<file path="src/rtl/core/assert_macros.svh">
// Assertion macros shared by the look-at view matrix RTL.
// Defining NO_ASSERTIONS compiles every use to nothing.
`ifndef ASSERT_MACROS_SVH
`define ASSERT_MACROS_SVH
`ifndef NO_ASSERTIONS
`define LVM_ASSERT(lbl, clk, rst_n, prop, msg) \
    lbl: assert property (@(posedge clk) disable iff (!rst_n) prop) \
        else $error(msg);
`define LVM_ASSERT_NEVER(lbl, clk, rst_n, expr, msg) \
    lbl: assert property (@(posedge clk) disable iff (!rst_n) !(expr)) \
        else $error(msg);
`else
`define LVM_ASSERT(lbl, clk, rst_n, prop, msg)
`define LVM_ASSERT_NEVER(lbl, clk, rst_n, expr, msg)
`endif
`endif

</file>
<file path="src/rtl/core/lvm_pkg.sv">
// Types, register codes and saturation helper for the look-at view matrix.
// No dependencies; every other file of the block but the assertion macro header imports this package.
package lvm_pkg;

    localparam int WORD_W   = 32;
    localparam int CFG_IDX_W = 2;

    typedef logic signed [WORD_W-1:0] t_word;
    typedef logic signed [WORD_W:0]   t_diff;

    typedef enum logic [CFG_IDX_W-1:0] {
        CFG_SCALE_X = 2'd0,
        CFG_SCALE_Y = 2'd1,
        CFG_SCALE_Z = 2'd2
    } t_cfg_idx;

    typedef struct packed {
        t_word [2:0] eye;
        t_word [2:0] hint;
        t_diff [2:0] diff;
    } t_item;

    function automatic t_word sat32(input logic signed [65:0] v);
        t_word r;
        if (v > 66'sd2147483647) begin
            r = 32'sh7FFF_FFFF;
        end else if (v < -66'sd2147483648) begin
            r = 32'sh8000_0000;
        end else begin
            r = v[31:0];
        end
        return r;
    endfunction

endpackage

</file>
<file path="src/rtl/core/lvm_queue.sv">
// Short item queue between the front stage and the matrix engine.
// Depends on lvm_pkg for the item type.
module lvm_queue #(
    parameter int DEPTH = 2
) (
    input  logic           i_clk,
    input  logic           i_rst_n,
    input  logic           i_push_valid,
    output logic           o_push_ready,
    input  lvm_pkg::t_item i_push_item,
    output logic           o_pop_valid,
    input  logic           i_pop_ready,
    output lvm_pkg::t_item o_pop_item
);
    import lvm_pkg::*;

    localparam int AW = (DEPTH > 1) ? $clog2(DEPTH) : 1;
    localparam int CW = $clog2(DEPTH + 1);

    t_item         r_mem [DEPTH];
    logic [AW-1:0] r_wptr;
    logic [AW-1:0] r_rptr;
    logic [CW-1:0] r_count;
    logic          push;
    logic          pop;

    assign o_push_ready = r_count != CW'(DEPTH);
    assign o_pop_valid  = r_count != '0;
    assign o_pop_item   = r_mem[r_rptr];
    assign push         = i_push_valid && o_push_ready;
    assign pop          = o_pop_valid && i_pop_ready;

    always_ff @(posedge i_clk) begin
        if (!i_rst_n) begin
            r_wptr  <= '0;
            r_rptr  <= '0;
            r_count <= '0;
        end else begin
            if (push) begin
                r_wptr <= (r_wptr == AW'(DEPTH - 1)) ? '0 : r_wptr + 1'b1;
            end
            if (pop) begin
                r_rptr <= (r_rptr == AW'(DEPTH - 1)) ? '0 : r_rptr + 1'b1;
            end
            if (push && !pop) begin
                r_count <= r_count + 1'b1;
            end else if (pop && !push) begin
                r_count <= r_count - 1'b1;
            end
        end
    end

    always_ff @(posedge i_clk) begin
        if (push) begin
            r_mem[r_wptr] <= i_push_item;
        end
    end

endmodule

</file>
<file path="config.mk">
export PLATFORM = sky130hd
export DESIGN_NAME = lvm_queue
export DESIGN_NICKNAME = d
export VERILOG_FILES = /design/src/rtl/core/assert_macros.svh /design/src/rtl/core/lvm_pkg.sv /design/src/rtl/core/lvm_queue.sv
export SDC_FILE = /design/constraint.sdc
export NUM_CORES = 1
export LEC_CHECK = 0
export BUFFER_PORTS_ARGS = -buffer_cell sky130_fd_sc_hd__buf_2
export CELL_PAD_IN_SITES_DETAIL_PLACEMENT = 1
export CELL_PAD_IN_SITES_GLOBAL_PLACEMENT = 2
export CORE_ASPECT_RATIO = 1.4
export CORE_MARGIN = 1.5
export CORE_UTILIZATION = 35
export CTS_BUF_LIST = sky130_fd_sc_hd__clkbuf_4
export DETAILED_ROUTE_END_ITERATION = 6
export PLACE_DENSITY = 0.82
export SLEW_MARGIN = 0
export SYNTH_ARGS = -nofsm -noshare
export SYNTH_HDL_FRONTEND = slang
export SYNTH_SLANG_ARGS = --single-unit
</file>
<file path="constraint.sdc">
create_clock -name i_clk -period 24.5 [get_ports i_clk]
set_input_delay 0 -clock i_clk [delete_from_list [all_inputs] [get_ports i_clk]]
set_output_delay 0 -clock i_clk [all_outputs]
set_load 0.02 [all_outputs]
</file>
==> flow_summary.rst, run 1 <==
.. list-table::
   :header-rows: 1

   * - Metric
     - Value
   * - Die Y
     - 295 um
   * - Synth unique cells
     - 19
   * - Outcome
     - did not finish
   * - Cells taking the most area after synthesis
     - edfxtp_1 (82%), mux2_2 (15%), buf_6 (1.7%)
   * - Setup Slack @ Placement
     - about 21 ns
   * - Mapped Area
     - about 21000 um2
   * - Biggest area consumer among synthesized cells
     - edfxtp_1
   * - Number of instances in the synthesized netlist
     - 929
   * - Number of buffers added for setup after CTS
     - 0
   * - Portion of synthesized cell area occupied by the leading cell type
     - around four fifths
   * - YS warnings
     - 0
   * - Cts-stage hold buffer count
     - about 510
   * - Number of CTS-inserted buffers
     - 140
   * - Number of nets produced by synthesis
     - ~1200
   * - Number of sinks driven by the clock tree
     - about 590
   * - Avg Cell Area, Syn
     - 23.0 um2
   * - Total of buffers placed on input and output ports
     - roughly 590
   * - Number of buffers on the longest clock path
     - 3
   * - Failed at
     - clock tree synthesis
   * - Number of cells upsized or downsized after cts
     - 0
   * - Number of H-tree levels
     - 4
   * - HPWL after detailed placement
     - 33700 um
   * - Initial Utilization
     - 35.2%
   * - Last weighted congestion value of the routability-driven placer
     - ~0.73
   * - Number of placed I/O pins
     - ~600
   * - Error that ended the run
     - [ERROR RSZ-0060] Max buffer count reached.
   * - CTS root buffer
     - clkbuf_4
   * - Sequential-to-total area share from yosys stat
     - between 80% and 90%
   * - # rows
     - between 100 and 150
   * - Register bit total from synthesis
     - 587
   * - Horizontal die dimension
     - ~210 um
[cells in the mapped netlist]
cell / instances
a21bo_2: 1
a21boi_0: 1
a21boi_1: 1
and2_1: 4
and3_1: 1
buf_6: 32
dfxtp_1: 5
edfxtp_1: 582
ha_1: 1
inv_1: 1
mux2_2: 291
nand2b_4: 1
nand3b_1: 1
o21ai_0: 1
o21ai_1: 1
or2_2: 1
or3_1: 1
xnor2_1: 2
xor2_1: 1
[cells by family after synthesis]
group | share of synthesized area [%]
muxes | 15.3
AOI/OAI and AO/OA | 0.164
DFF | 82.3
xor gates and xnor gates | 0.123
buffers and inverters | 1.70
and+or+nand+nor | 0.305
adders and majority gates | 0.0586
[per-stage QoR]
stage | hold slack [ns] | instances | utilization (%) | area, um2
floorplan | 0.0989 | 929 | - | 21400
global placement | 0.187 | 2308 | 41.3 | 25100
detailed placement | 0.191 | 2308 | 41.3 | 25100
==> inputs of run 2 (changes only) <==
==> config.mk (replaced) <==
export PLATFORM = sky130hd
export DESIGN_NAME = lvm_queue
export DESIGN_NICKNAME = d
export VERILOG_FILES = /design/src/rtl/core/assert_macros.svh /design/src/rtl/core/lvm_pkg.sv /design/src/rtl/core/lvm_queue.sv
export SDC_FILE = /design/constraint.sdc
export NUM_CORES = 1
export LEC_CHECK = 0
export BUFFER_PORTS_ARGS = -buffer_cell sky130_fd_sc_hd__buf_2
export CORE_MARGIN = 1.5
export CORE_UTILIZATION = 20
export DETAILED_ROUTE_END_ITERATION = 6
export PLACE_DENSITY_LB_ADDON = 0.15
export SLEW_MARGIN = 0
export SYNTH_ARGS = -nofsm -noshare
export SYNTH_HDL_FRONTEND = slang
export SYNTH_SLANG_ARGS = --single-unit
==> run 2 against run 1 <==
Compared with the run above: the flow now finishes without violations; synthesized cell count did not move; area after synthesis unchanged.
==> flow_summary.rst, run 2 <==
.. list-table::
   :header-rows: 1

   * - Metric
     - Value
   * - Outcome
     - finished clean
   * - Most instantiated library cell after synthesis
     - edfxtp_1
   * - Number of flops mapped to enable cells by yosys
     - between 500 and 600
   * - Last weighted congestion value of the routability-driven placer
     - approximately 0.73
   * - Synth Flop Type
     - edfxtp_1
   * - CTS root buffer
     - clkbuf_16
   * - Setup tns final
     - 0 ns
   * - Critical-path maximum fanout
     - 64
   * - Largest registers
     - r_mem: 582 flops, r_count: 2 flops
   * - Synth Area in XOR/XNOR
     - 0.123%
   * - Slowest Stage Delay on Critical Path
     - about 0.85 ns
   * - Largest reg by FF count
     - r_mem
   * - Congestion Overflow GR
     - 0
   * - Number of sinks driven by the clock tree
     - around 590
   * - Maxcap violations
     - 0
   * - Max Transition Viols Final
     - 0
   * - Main combinational cell family by area after synthesis
     - multiplexers
   * - Number of instances in the synthesized netlist
     - between 900 and 1000
   * - Number of flip-flops under the largest register name
     - roughly 580
   * - Setup repair after global routing missed its margin
     - false
   * - Via density
     - roughly 3.6
   * - Cells taking the most area after synthesis
     - edfxtp_1 (82%), mux2_2 (15%), buf_6 (1.7%)
   * - Biggest area consumer among synthesized cells
     - edfxtp_1
   * - Avg Cell Area, Syn
     - between 20 and 25 um2
   * - Power per standard cell area
     - 100 nW/um2
   * - Multiplexer share of the synthesized area
     - between 10% and 20%
   * - Critical path type
     - register to output pin
   * - Global-route wire length before repair
     - around 80000 um
   * - Fin Clk Skew
     - ~0.022 ns
   * - Register bit total from synthesis
     - between 500 and 600
   * - Area share of fa/ha/maj cells after synthesis
     - 0.0586%
   * - Die footprint
     - approximately 110000 um2
   * - Cell with the largest stage delay on the worst path
     - dfxtp_4
   * - Critical Path Most Common Cell
     - buf_4
   * - Met2 track demand over resource
     - about 17%
   * - Post-route clock period utilization
     - roughly 16%
   * - Portion of synthesized cell area occupied by the leading cell type
     - just over 80%
   * - Total Routing Usage GR
     - 9.79%
   * - Max frequency
     - ~0.26 GHz
   * - Complex-gate fraction of the synthesized area
     - 0.164%
   * - Top library cells by usage in the layout, fill and taps aside
     - buf_2 (587), edfxtp_1 (582), dlygate4sd3_1 (295)
   * - Worst IR Drop VDD
     - about 62 uV
   * - Finish-stage setup viols
     - 0
   * - Most common cell after layout, fill and taps aside
     - buf_2
   * - Maximum number of pins on one net before global-route repair
     - 110
   * - Fin util
     - between 20% and 30%
   * - Number of nets produced by synthesis
     - ~1200
   * - Hold Violations, Final
     - 0
   * - RR Startpoint
     - r_count[0]$_SDFFE_PN0P_
   * - Total of buffers placed on input and output ports
     - 587
   * - Share of cells above drive strength 1
     - about 51%
   * - First-pass iteration count of the detailed router
     - 4
   * - Ranking of synthesized cells by instance count
     - edfxtp_1 (582), mux2_2 (291), buf_6 (32), dfxtp_1 (5), and2_1 (4)
   * - Type of the tightest min-delay check
     - primary input to register
   * - Fin Hold WS
     - 0.101 ns
   * - Element type at the critical path start
     - register
   * - Die Y
     - roughly 330 um
   * - Total Wirelength
     - about 56000 um
   * - Number of buffers on the longest clock path
     - 3
   * - Mapped Area
     - between 20000 and 25000 um2
   * - Global routing usage on met3
     - 3.96%
   * - Final period demand of the worst path
     - about 3.9 ns
   * - Layout-stage area growth over the synthesis result
     - 44.9%
   * - HPWL after detailed placement
     - roughly 36000 um
   * - # rows
     - roughly 120
   * - Post-route antenna net violation count
     - 0
   * - DRC
     - 0
   * - Number of H-tree levels
     - 3
   * - Leakage Power
     - roughly 11 nW
   * - Most crowded layer after global routing
     - met2
   * - Worst-Skew Late Latency
     - roughly 0.61 ns
   * - Number of CTS-inserted buffers
     - between 70 and 80
   * - Arrival @ worst endpoint
     - slightly below 4 ns
   * - Number of buffers added for setup after CTS
     - 0
   * - Clock-pin slew on the worst setup and hold paths
     - ~0.060 ns
   * - Antenna violations before repair
     - 3
   * - Final net count
     - ~2200
   * - Clock tree from TritonCTS
     - built
   * - Sequential-to-total area share from yosys stat
     - a little over 80%
   * - Share of synthesized flip-flops with an asynchronous set or reset
     - 0%
   * - Vias in the first global route
     - between 10000 and 15000
   * - Source of the worst hold timing path
     - i_push_item[222]
   * - Avg WL per Cell
     - about 17 um
   * - Number of placed I/O pins
     - a little under 600
   * - Initial Utilization
     - 20.2%
   * - YS warnings
     - 0
   * - Horizontal die dimension
     - about 330 um
   * - Critical path endpoint category
     - output pin
   * - Ordered cell list for the critical path
     - buf_4 -> buf_4 -> mux2_2 -> buf_2
   * - Simple-gate share of the synthesized area
     - less than 1%
   * - Synth unique cells
     - 19
   * - Worst-Margin Slew
     - about 1.1 ns
   * - Grt met1 use
     - 11.2%
   * - Required time of the critical path
     - roughly 25 ns
   * - Total via count in the routed design
     - approximately 12000
   * - Worst slew slack as a fraction of its limit
     - between 20% and 30%
   * - Number of violations reported at the end of detailed-routing iteration 0
     - 402
   * - Core region area
     - 106000 um2
[run 2: cell counts after synthesis]
Identical to the previous run, type by type.
[run 2: routing by layer]
layer | up-vias | wire length [um]
met5 | - | 29
li1 | 5616 | -
met1 | 5904 | 22200
met2 | 428 | 26900
met3 | 76 | 5160
met4 | 4 | 1230
[run 2: cells by family after synthesis]
| group | Yosys count |
|---|---|
| compound gates | 5 |
| fa+ha+maj | 1 |
| mux | 291 |
| xor+xnor | 3 |
| flops | 587 |
| simple gates | 9 |
| buf+inv | 33 |
[run 2: what timing repair did]
| item | CTS | global route |
|---|---|---|
| hold buffers | 295 | 0 |
| resized for setup | 0 | 0 |
| hold endpoints to repair | 587 | 0 |
[run 2: report_power, final]
| part | switching [W] | internal, W | total, W |
|---|---|---|---|
| clock | 0.000412 | 0.000586 | 0.000998 |
| combinational | 0.000492 | 0.000318 | 0.000810 |
| sequential | 0.0000369 | 0.00126 | 0.00129 |
| total | 0.000941 | 0.00216 | 0.00310 |
[run 2: worst max-delay path: cells and delay by family, from the launching register on]
kind | cells | cell delay, ns
buf+inv | 3 | 1.71
mux | 1 | 0.47
flops | 1 | 0.85
[run 2: per-stage QoR]
| step | area (um2) | instances | worst slack, ns | total power (W) |
|---|---|---|---|---|
| after floorplan | 21400 | 929 | 16.53 | 0.00188 |
| after global placement | 25800 | 2886 | 20.76 | 0.00211 |
| after detailed placement | 25800 | 2886 | 20.76 | 0.00211 |
| after CTS | 30900 | 3315 | 20.38 | 0.00318 |
| after global routing | 30900 | 3316 | 20.26 | 0.00325 |
| final | 30900 | 3316 | 20.61 | 0.00310 |
[run 2: final timing paths]
check / endpoint / slack [ns] / cells past startpoint
min reg2reg: r_count[1]$_SDFFE_PN0P_ / 0.57 / 2
max reg2reg: r_mem[0][273]$_DFFE_PP_ / 20.92 / 5
min: r_mem[0][222]$_DFFE_PP_ / 0.10 / 2
max: o_pop_item[262] / 20.61 / 4
[run 2: layout make-up]
class | count | area, um2
diodes | 1 | 2.50
clock buffers | 95 | 1920
clock inverters | 39 | 300
fillers | 10600 | 74600
inverters | 1 | 11.3
multi-input cells | 309 | 3420
flip-flops and latches | 587 | 17600
well taps | 1391 | 1740
repair buffers | 893 | 5970
(Power assumes the default switching activity.)
