--- config.mk ---
export PLATFORM = sky130hd
export DESIGN_NAME = lvm_front_flat
export DESIGN_NICKNAME = d
export VERILOG_FILES = /design/src/rtl/core/assert_macros.svh /design/src/rtl/core/lvm_pkg.sv /design/src/rtl/core/lvm_if.sv /design/src/rtl/core/lvm_front.sv /design/src/flat_wrapper.sv
export SDC_FILE = /design/constraint.sdc
export NUM_CORES = 1
export LEC_CHECK = 0
export ABC_AREA = 1
export BUFFER_PORTS_ARGS = -buffer_cell sky130_fd_sc_hd__buf_2
export CAP_MARGIN = 20
export CORE_AREA = 2 2 227 229
export DETAILED_ROUTE_END_ITERATION = 7
export DIE_AREA = 0 0 229 231
export PLACE_DENSITY_LB_ADDON = 0.2
export SLEW_MARGIN = 20
export SYNTH_ARGS = -nofsm -noshare
export SYNTH_HDL_FRONTEND = slang
export SYNTH_SLANG_ARGS = --single-unit
--- constraint.sdc ---
create_clock -name i_clk -period 23.8 [get_ports i_clk]
set_input_delay 4.76 -clock i_clk [delete_from_list [all_inputs] [get_ports i_clk]]
set_output_delay 4.76 -clock i_clk [all_outputs]
set_load 0.01 [all_outputs]
--- src/rtl/core/assert_macros.svh ---
// Assertion macros shared by the look-at view matrix RTL.
// Defining NO_ASSERTIONS compiles every use to nothing.
`ifndef ASSERT_MACROS_SVH
`define ASSERT_MACROS_SVH
`ifndef NO_ASSERTIONS
`define LVM_ASSERT(lbl, clk, rst_n, prop, msg) \
    lbl: assert property (@(posedge clk) disable iff (!rst_n) prop) \
        else $error(msg);
`define LVM_ASSERT_NEVER(lbl, clk, rst_n, expr, msg) \
    lbl: assert property (@(posedge clk) disable iff (!rst_n) !(expr)) \
        else $error(msg);
`else
`define LVM_ASSERT(lbl, clk, rst_n, prop, msg)
`define LVM_ASSERT_NEVER(lbl, clk, rst_n, expr, msg)
`endif
`endif

--- src/rtl/core/lvm_pkg.sv ---
// Types, register codes and saturation helper for the look-at view matrix.
// No dependencies; every other file of the block but the assertion macro header imports this package.
package lvm_pkg;

    localparam int WORD_W   = 32;
    localparam int CFG_IDX_W = 2;

    typedef logic signed [WORD_W-1:0] t_word;
    typedef logic signed [WORD_W:0]   t_diff;

    typedef enum logic [CFG_IDX_W-1:0] {
        CFG_SCALE_X = 2'd0,
        CFG_SCALE_Y = 2'd1,
        CFG_SCALE_Z = 2'd2
    } t_cfg_idx;

    typedef struct packed {
        t_word [2:0] eye;
        t_word [2:0] hint;
        t_diff [2:0] diff;
    } t_item;

    function automatic t_word sat32(input logic signed [65:0] v);
        t_word r;
        if (v > 66'sd2147483647) begin
            r = 32'sh7FFF_FFFF;
        end else if (v < -66'sd2147483648) begin
            r = 32'sh8000_0000;
        end else begin
            r = v[31:0];
        end
        return r;
    endfunction

endpackage

--- src/rtl/core/lvm_if.sv ---
// Channel interfaces of the look-at view matrix block: input, result, config.
// Depends on lvm_pkg for the field types.
interface lvm_in_if;
    import lvm_pkg::*;
    logic  valid;
    logic  ready;
    t_word eye_x;
    t_word eye_y;
    t_word eye_z;
    t_word target_x;
    t_word target_y;
    t_word target_z;
    t_word up_hint_x;
    t_word up_hint_y;
    t_word up_hint_z;
    modport source (output valid, eye_x, eye_y, eye_z, target_x, target_y, target_z,
                    up_hint_x, up_hint_y, up_hint_z, input ready);
    modport sink (input valid, eye_x, eye_y, eye_z, target_x, target_y, target_z,
                  up_hint_x, up_hint_y, up_hint_z, output ready);
endinterface


--- src/rtl/core/lvm_front.sv ---
// Front stage: takes input transfers, forms target minus eye exactly in 33 bits.
// Depends on lvm_pkg and lvm_in_if.
module lvm_front (
    input  logic             i_clk,
    input  logic             i_rst_n,
    lvm_in_if.sink           i_in,
    output logic             o_push_valid,
    input  logic             i_push_ready,
    output lvm_pkg::t_item   o_push_item
);
    import lvm_pkg::*;

    logic  r_valid;
    t_item r_item;
    logic  take;

    assign i_in.ready   = !r_valid || i_push_ready;
    assign take         = i_in.valid && i_in.ready;
    assign o_push_valid = r_valid;
    assign o_push_item  = r_item;

    always_ff @(posedge i_clk) begin
        if (!i_rst_n) begin
            r_valid <= 1'b0;
        end else if (take) begin
            r_valid <= 1'b1;
        end else if (i_push_ready) begin
            r_valid <= 1'b0;
        end
    end

    always_ff @(posedge i_clk) begin
        if (take) begin
            r_item.eye     <= {i_in.eye_z, i_in.eye_y, i_in.eye_x};
            r_item.hint    <= {i_in.up_hint_z, i_in.up_hint_y, i_in.up_hint_x};
            r_item.diff[0] <= 33'($signed(i_in.target_x)) - 33'($signed(i_in.eye_x));
            r_item.diff[1] <= 33'($signed(i_in.target_y)) - 33'($signed(i_in.eye_y));
            r_item.diff[2] <= 33'($signed(i_in.target_z)) - 33'($signed(i_in.eye_z));
        end
    end

endmodule

--- src/flat_wrapper.sv ---
// flat-port wrapper written by rule: the top's interface ports become plain ports
module lvm_front_flat import lvm_pkg::*;
  (i_clk, i_rst_n, o_push_valid, i_push_ready, o_push_item, i_in_valid, i_in_eye_x, i_in_eye_y, i_in_eye_z, i_in_target_x, i_in_target_y, i_in_target_z, i_in_up_hint_x, i_in_up_hint_y, i_in_up_hint_z, i_in_ready);
  lvm_in_if i_in_i ();
  input  logic i_clk;
  input  logic i_rst_n;
  output logic o_push_valid;
  input  logic i_push_ready;
  output lvm_pkg::t_item o_push_item;
  input wire logic [$bits(i_in_i.valid)-1:0] i_in_valid;
  input wire logic [$bits(i_in_i.eye_x)-1:0] i_in_eye_x;
  input wire logic [$bits(i_in_i.eye_y)-1:0] i_in_eye_y;
  input wire logic [$bits(i_in_i.eye_z)-1:0] i_in_eye_z;
  input wire logic [$bits(i_in_i.target_x)-1:0] i_in_target_x;
  input wire logic [$bits(i_in_i.target_y)-1:0] i_in_target_y;
  input wire logic [$bits(i_in_i.target_z)-1:0] i_in_target_z;
  input wire logic [$bits(i_in_i.up_hint_x)-1:0] i_in_up_hint_x;
  input wire logic [$bits(i_in_i.up_hint_y)-1:0] i_in_up_hint_y;
  input wire logic [$bits(i_in_i.up_hint_z)-1:0] i_in_up_hint_z;
  output wire logic [$bits(i_in_i.ready)-1:0] i_in_ready;
  assign i_in_i.valid = i_in_valid;
  assign i_in_i.eye_x = i_in_eye_x;
  assign i_in_i.eye_y = i_in_eye_y;
  assign i_in_i.eye_z = i_in_eye_z;
  assign i_in_i.target_x = i_in_target_x;
  assign i_in_i.target_y = i_in_target_y;
  assign i_in_i.target_z = i_in_target_z;
  assign i_in_i.up_hint_x = i_in_up_hint_x;
  assign i_in_i.up_hint_y = i_in_up_hint_y;
  assign i_in_i.up_hint_z = i_in_up_hint_z;
  assign i_in_ready = i_in_i.ready;
  lvm_front u_core (.i_clk(i_clk), .i_rst_n(i_rst_n), .i_in(i_in_i), .o_push_valid(o_push_valid), .i_push_ready(i_push_ready), .o_push_item(o_push_item));
endmodule
# Word level (Yosys, flattened, before mapping)
# Index checks and enable logic that the tools add are counted.
# totals
reg_bits	292
wordCells	19
in_bits	292
output_inout_bits	293
# op_classes
addsub	3
n_reduce_logical	4
muxes	2
# op_table
cell	count
subtractor 32 x 32 -> 33 bit	3
2-to-1 mux 1 bit	2
nonzero test 2 bit	1
logical AND 1 bit	1
logical NOT 1 bit	1
logical OR 1 bit	1

# Logic depth before layout (Yosys ltp)
# depth
word_depth	4
depth_mapped	14
ltp_nobuf	14

# Least setup slack after synthesis
# OpenSTA, ideal clock, no wires.
# synth_timing
path_kind	input-to-reg
startpoint	input i_in_valid
endpoint	register u_core.r_item, in the netlist u_core.o_push_item[0], enable pin
required_ns	22.760
path_buffers	0
setup_ns	1.040
path_stages	2
setup_slack_ns	4.017
arrival_time_ns	18.743
path_cell_list	inv_1 > a21oi_1
# synth_via
elab_chain_len	1
# synth_rtl
item	line	source
start: declaration	flat_wrapper.sv:10	input wire logic [$bits(i_in_i.valid)-1:0] i_in_valid;
logical AND 1 bit	lvm_front.sv:18	assign take = i_in.valid && i_in.ready;
via u_core.take	lvm_front.sv:15	logic take;
end: declaration	lvm_front.sv:14	t_item r_item;
# The timed path passes the listed nets, and every way through them passes these cells.
# A chain may end at the register's enable or synchronous reset.

# Worst setup path after layout
# layout_timing
startpoint	input i_push_ready
endpoint	output i_in_ready
# layout_via
elab_chain_len	1
# layout_rtl
item	line	source
start: declaration	flat_wrapper.sv:8	input logic i_push_ready;
logical OR 1 bit	lvm_front.sv:17	assign i_in.ready = !r_valid || i_push_ready;
end: declaration	flat_wrapper.sv:20	output wire logic [$bits(i_in_i.ready)-1:0] i_in_ready;
# Every way passes these cells.

==> results.json <==
{
  "status": "finished clean",
  "hpwlAfterDp_mm": 43.92,
  "yosys_register_bits": 292,
  "crit_path_frequent_cell": "sky130_fd_sc_hd__buf_2",
  "mappedNetlistNets": 2361,
  "post_cts.resized_instances": 0,
  "timing.critical_path.depth": 4,
  "worstPathBufferInverterCount": 3,
  "maximum_number_of_pins_on_one_net_before_global_route_repair": 165,
  "peakVddDrop_mv": 0.05080,
  "clock_root_cell": "sky130_fd_sc_hd__clkbuf_16",
  "max_slew.worst_pin.slew_ps": 982.0,
  "layout-area-overhead-vs-synth_pct": 30.30,
  "setup_viol_count_final": 0,
  "setup_total_negative_slack_ps": 0,
  "synth-warning-count": 0,
  "path_cells": "buf_2 > inv_1 > nand2_1 > buf_2",
  "synth.area.mux_share_pct": 0,
  "finalHoldViolations": 0,
  "initialDrtViolationCount": 721,
  "drt_first_pass_iters": 5,
  "post_drt_wl_per_cell_um": 16.05,
  "power_per_cell_area_mw_per_mm2": 68.93,
  "timing.hold.ws_ps": 561.3,
  "post_synth_xor_area_fraction_pct": 2.386,
  "tritoncts_clock_tree": "yes",
  "share_comb_of_total_power_pct": 20.2,
  "synth_top_family_by_area": "simple AND/OR/NAND/NOR gates",
  "core_area_mm2": 0.05068,
  "setup_repair_after_global_routing_missed_its_margin": "false",
  "groute.usage.overall_pct": 19.70,
  "clockPowerShare_pct": 37.2,
  "portBuffers": 584,
  "cp_max_fo": 2,
  "cp_slowest_stage_delay_ps": 140,
  "clock_sinks": 292,
  "first_global_vias": 14323,
  "syn-cell-area_mm2": 0.01652,
  "vias": 14241,
  "globalplace.congestion": 0.8872,
  "synth_compound_gate_area_share_pct": 2.272,
  "cts_hold_buf": 0,
  "cts_made_buffers": 36,
  "critPathRequiredTime_ps": 19040,
  "postRouteWirelength_mm": 53.04,
  "yosys.area_share.simple_pct": 23.76,
  "die-area_mm2": 0.05290,
  "num_io_pins": 585,
  "initial_utilization_pct": 32.60,
  "drc": 0,
  "grt_remaining_overflow": 0,
  "total_leakage_power_uw": 0.01179,
  "most_common_cell_after_layout_fill_and_taps_aside": "sky130_fd_sc_hd__nand2_1",
  "number_of_rows_created_at_floorplan": 83,
  "netlist-cell-type-count": 22,
  "post-route-period-util_pct": 41.76,
  "htree_levels": 2,
  "timing.hold.worst.class": "register to register",
  "post_cts.repair.setup_buffers": 0,
  "layout.cell_area.non_filler_mm2": 0.02153,
  "clk-insertion-delay-late_ps": 570,
  "design_power_total_uw": 1484,
  "finalWorstPathRequiredPeriod_ps": 9940,
  "synth_sequential_area_ratio_pct": 53.02,
  "finish.net_count": 2984,
  "cpLargestDelayFamily": "buffers and inverters",
  "cp.arrival_ps": 5180,
  "slew-limit-headroom_pct": 34.53,
  "postSynthCellCount": 1970,
  "finalMaxSlewViolations": 0,
  "criticalPathCategory": "input port to output pin",
  "power_frac_seq_pct": 42.6,
  "maxCapViolations": 0,
  "switchingPower_uw": 429.5,
  "proportion_of_total_power_due_to_net_switching_pct": 28.95,
  "worstHoldPathCells": 2,
  "vert_die_dim_um": 231,
  "power_report.internal_total_uw": 1054,
  "grt_pass1_wl_mm": 79.51,
  "post_synth_fa_ha_maj_area_fraction_pct": 7.635,
  "critical_path.endpoint_type": "output pin",
  "ant_nets": 0,
  "reg2regPathDepth": 3,
  "most-common-layout-cells": "sky130_fd_sc_hd__nand2_1, sky130_fd_sc_hd__buf_2, sky130_fd_sc_hd__inv_1",
  "critical_path.slowest_cell": "sky130_fd_sc_hd__buf_2",
  "ctsLongestPathBuffers": 3,
  "cts.clk_slew.worst_paths_ps": 60,
  "vias_per_cell": 4.310,
  "synth.avg_cell_area_um2": 8.386,
  "number_of_antenna_violations_at_the_first_check_in_global_routing": 16,
  "drive_gt1_share_pct": 25.53,
  "layout.core_utilization_pct": 42.47,
  "fin_worst_skew_ps": 35.34,
  "timing.fmax_ghz": 0.1006,
  "worst_setup_path_start_kind": "input port",
  "floorplan.die.width_um": 229,
  "post_dp_cell_area_mm2": 0.02032
}
-- path summary, 6_finish.rpt --
check | to | from | slack (ps)
worst max-delay path | i_in_ready | i_push_ready | 13860
worst min register to register | u_core.o_push_valid | u_core.o_push_valid | 560
worst max register to register | u_core.o_push_item[162] | u_core.o_push_valid | 21200
worst min-delay path | u_core.o_push_valid | u_core.o_push_valid | 560
-- cells by family (layout without fill, tap and decap cells) --
group           after synthesis  count (layout)
compound gates               70              70
xor+xnor                     45              45
fa+ha+maj                    99              99
buf+inv                     479            1129
flops                       292             292
other cells                   0               4
simple gates                985             985
-- routing by layer --
layer / share of wire, % / global-route usage [%] / up-vias
li1: - / - / 7309
met1: 41 / 23.05 / 6446
met2: 50 / 35.74 / 401
met3: 7.1 / 5.768 / 69
met4: 1.7 / 3.916 / 16
met5: 0.19 / 0 / -
-- through the flow --
stage               std cells  setup WS (ps)
finish                   3304          13860
global route             3302          13820
CTS                      3300          13860
detailed placement       3235          13860
global placement         3235          13860
floorplan                1970           4017
-- sequential cells by signal (all words and copies together), names as in the netlist --
register and cells:
u_core.o_push_item 291, u_core.o_push_valid 1
-- worst reg2reg max path, stage by stage, from the launching register on --
cell and delay, ps:
sky130_fd_sc_hd__dfxtp_1 350, sky130_fd_sc_hd__a21oi_4 320, sky130_fd_sc_hd__buf_4 650, sky130_fd_sc_hd__buf_4 890
-- power groups by stage --
stage | Sequential, uW | Combinational, uW | Clock, uW
2_1_floorplan | 681 | 152 | 0
3_3_place_gp | 642 | 301 | 0
3_5_place_dp | 642 | 304 | 0
4_1_cts | 632 | 305 | 572
5_1_grt | 636 | 338 | 591
6_report | 632 | 300 | 552
-- cell type report --
class                   count  area [um2]
clock inverters            24       271.5
diodes                      4       10.01
flip-flops and latches    292        8758
fillers                  5267       29150
repair buffers            587        2958
well taps                 680       850.8
multi-input cells        1199        5967
inverters                 477        1790
clock buffers              41       919.6
-- cell usage after synthesis --
master	n	area (um2)
sky130_fd_sc_hd__and2_1	6	37.54
sky130_fd_sc_hd__dfxtp_1	1	20.02
sky130_fd_sc_hd__a21o_1	3	22.52
sky130_fd_sc_hd__nor3_1	6	30.03
sky130_fd_sc_hd__ha_1	96	1201
sky130_fd_sc_hd__nand3_2	4	40.04
sky130_fd_sc_hd__nor2_1	124	465.5
sky130_fd_sc_hd__xnor2_1	6	52.55
sky130_fd_sc_hd__buf_4	2	15.01
sky130_fd_sc_hd__nand3_1	66	330.3
sky130_fd_sc_hd__a21oi_2	2	17.52
sky130_fd_sc_hd__edfxtp_1	291	8738
sky130_fd_sc_hd__o21bai_1	3	22.52
sky130_fd_sc_hd__nand2_2	24	150.1
sky130_fd_sc_hd__fa_1	3	60.06
sky130_fd_sc_hd__a21boi_0	1	7.510
sky130_fd_sc_hd__or2_1	3	18.77
sky130_fd_sc_hd__a21oi_1	61	305.3
sky130_fd_sc_hd__xor2_1	39	341.6
sky130_fd_sc_hd__nand4_1	12	75.07
sky130_fd_sc_hd__nand2_1	740	2778
sky130_fd_sc_hd__inv_1	477	1790
No activity file was read; power rests on OpenSTA's default activity.
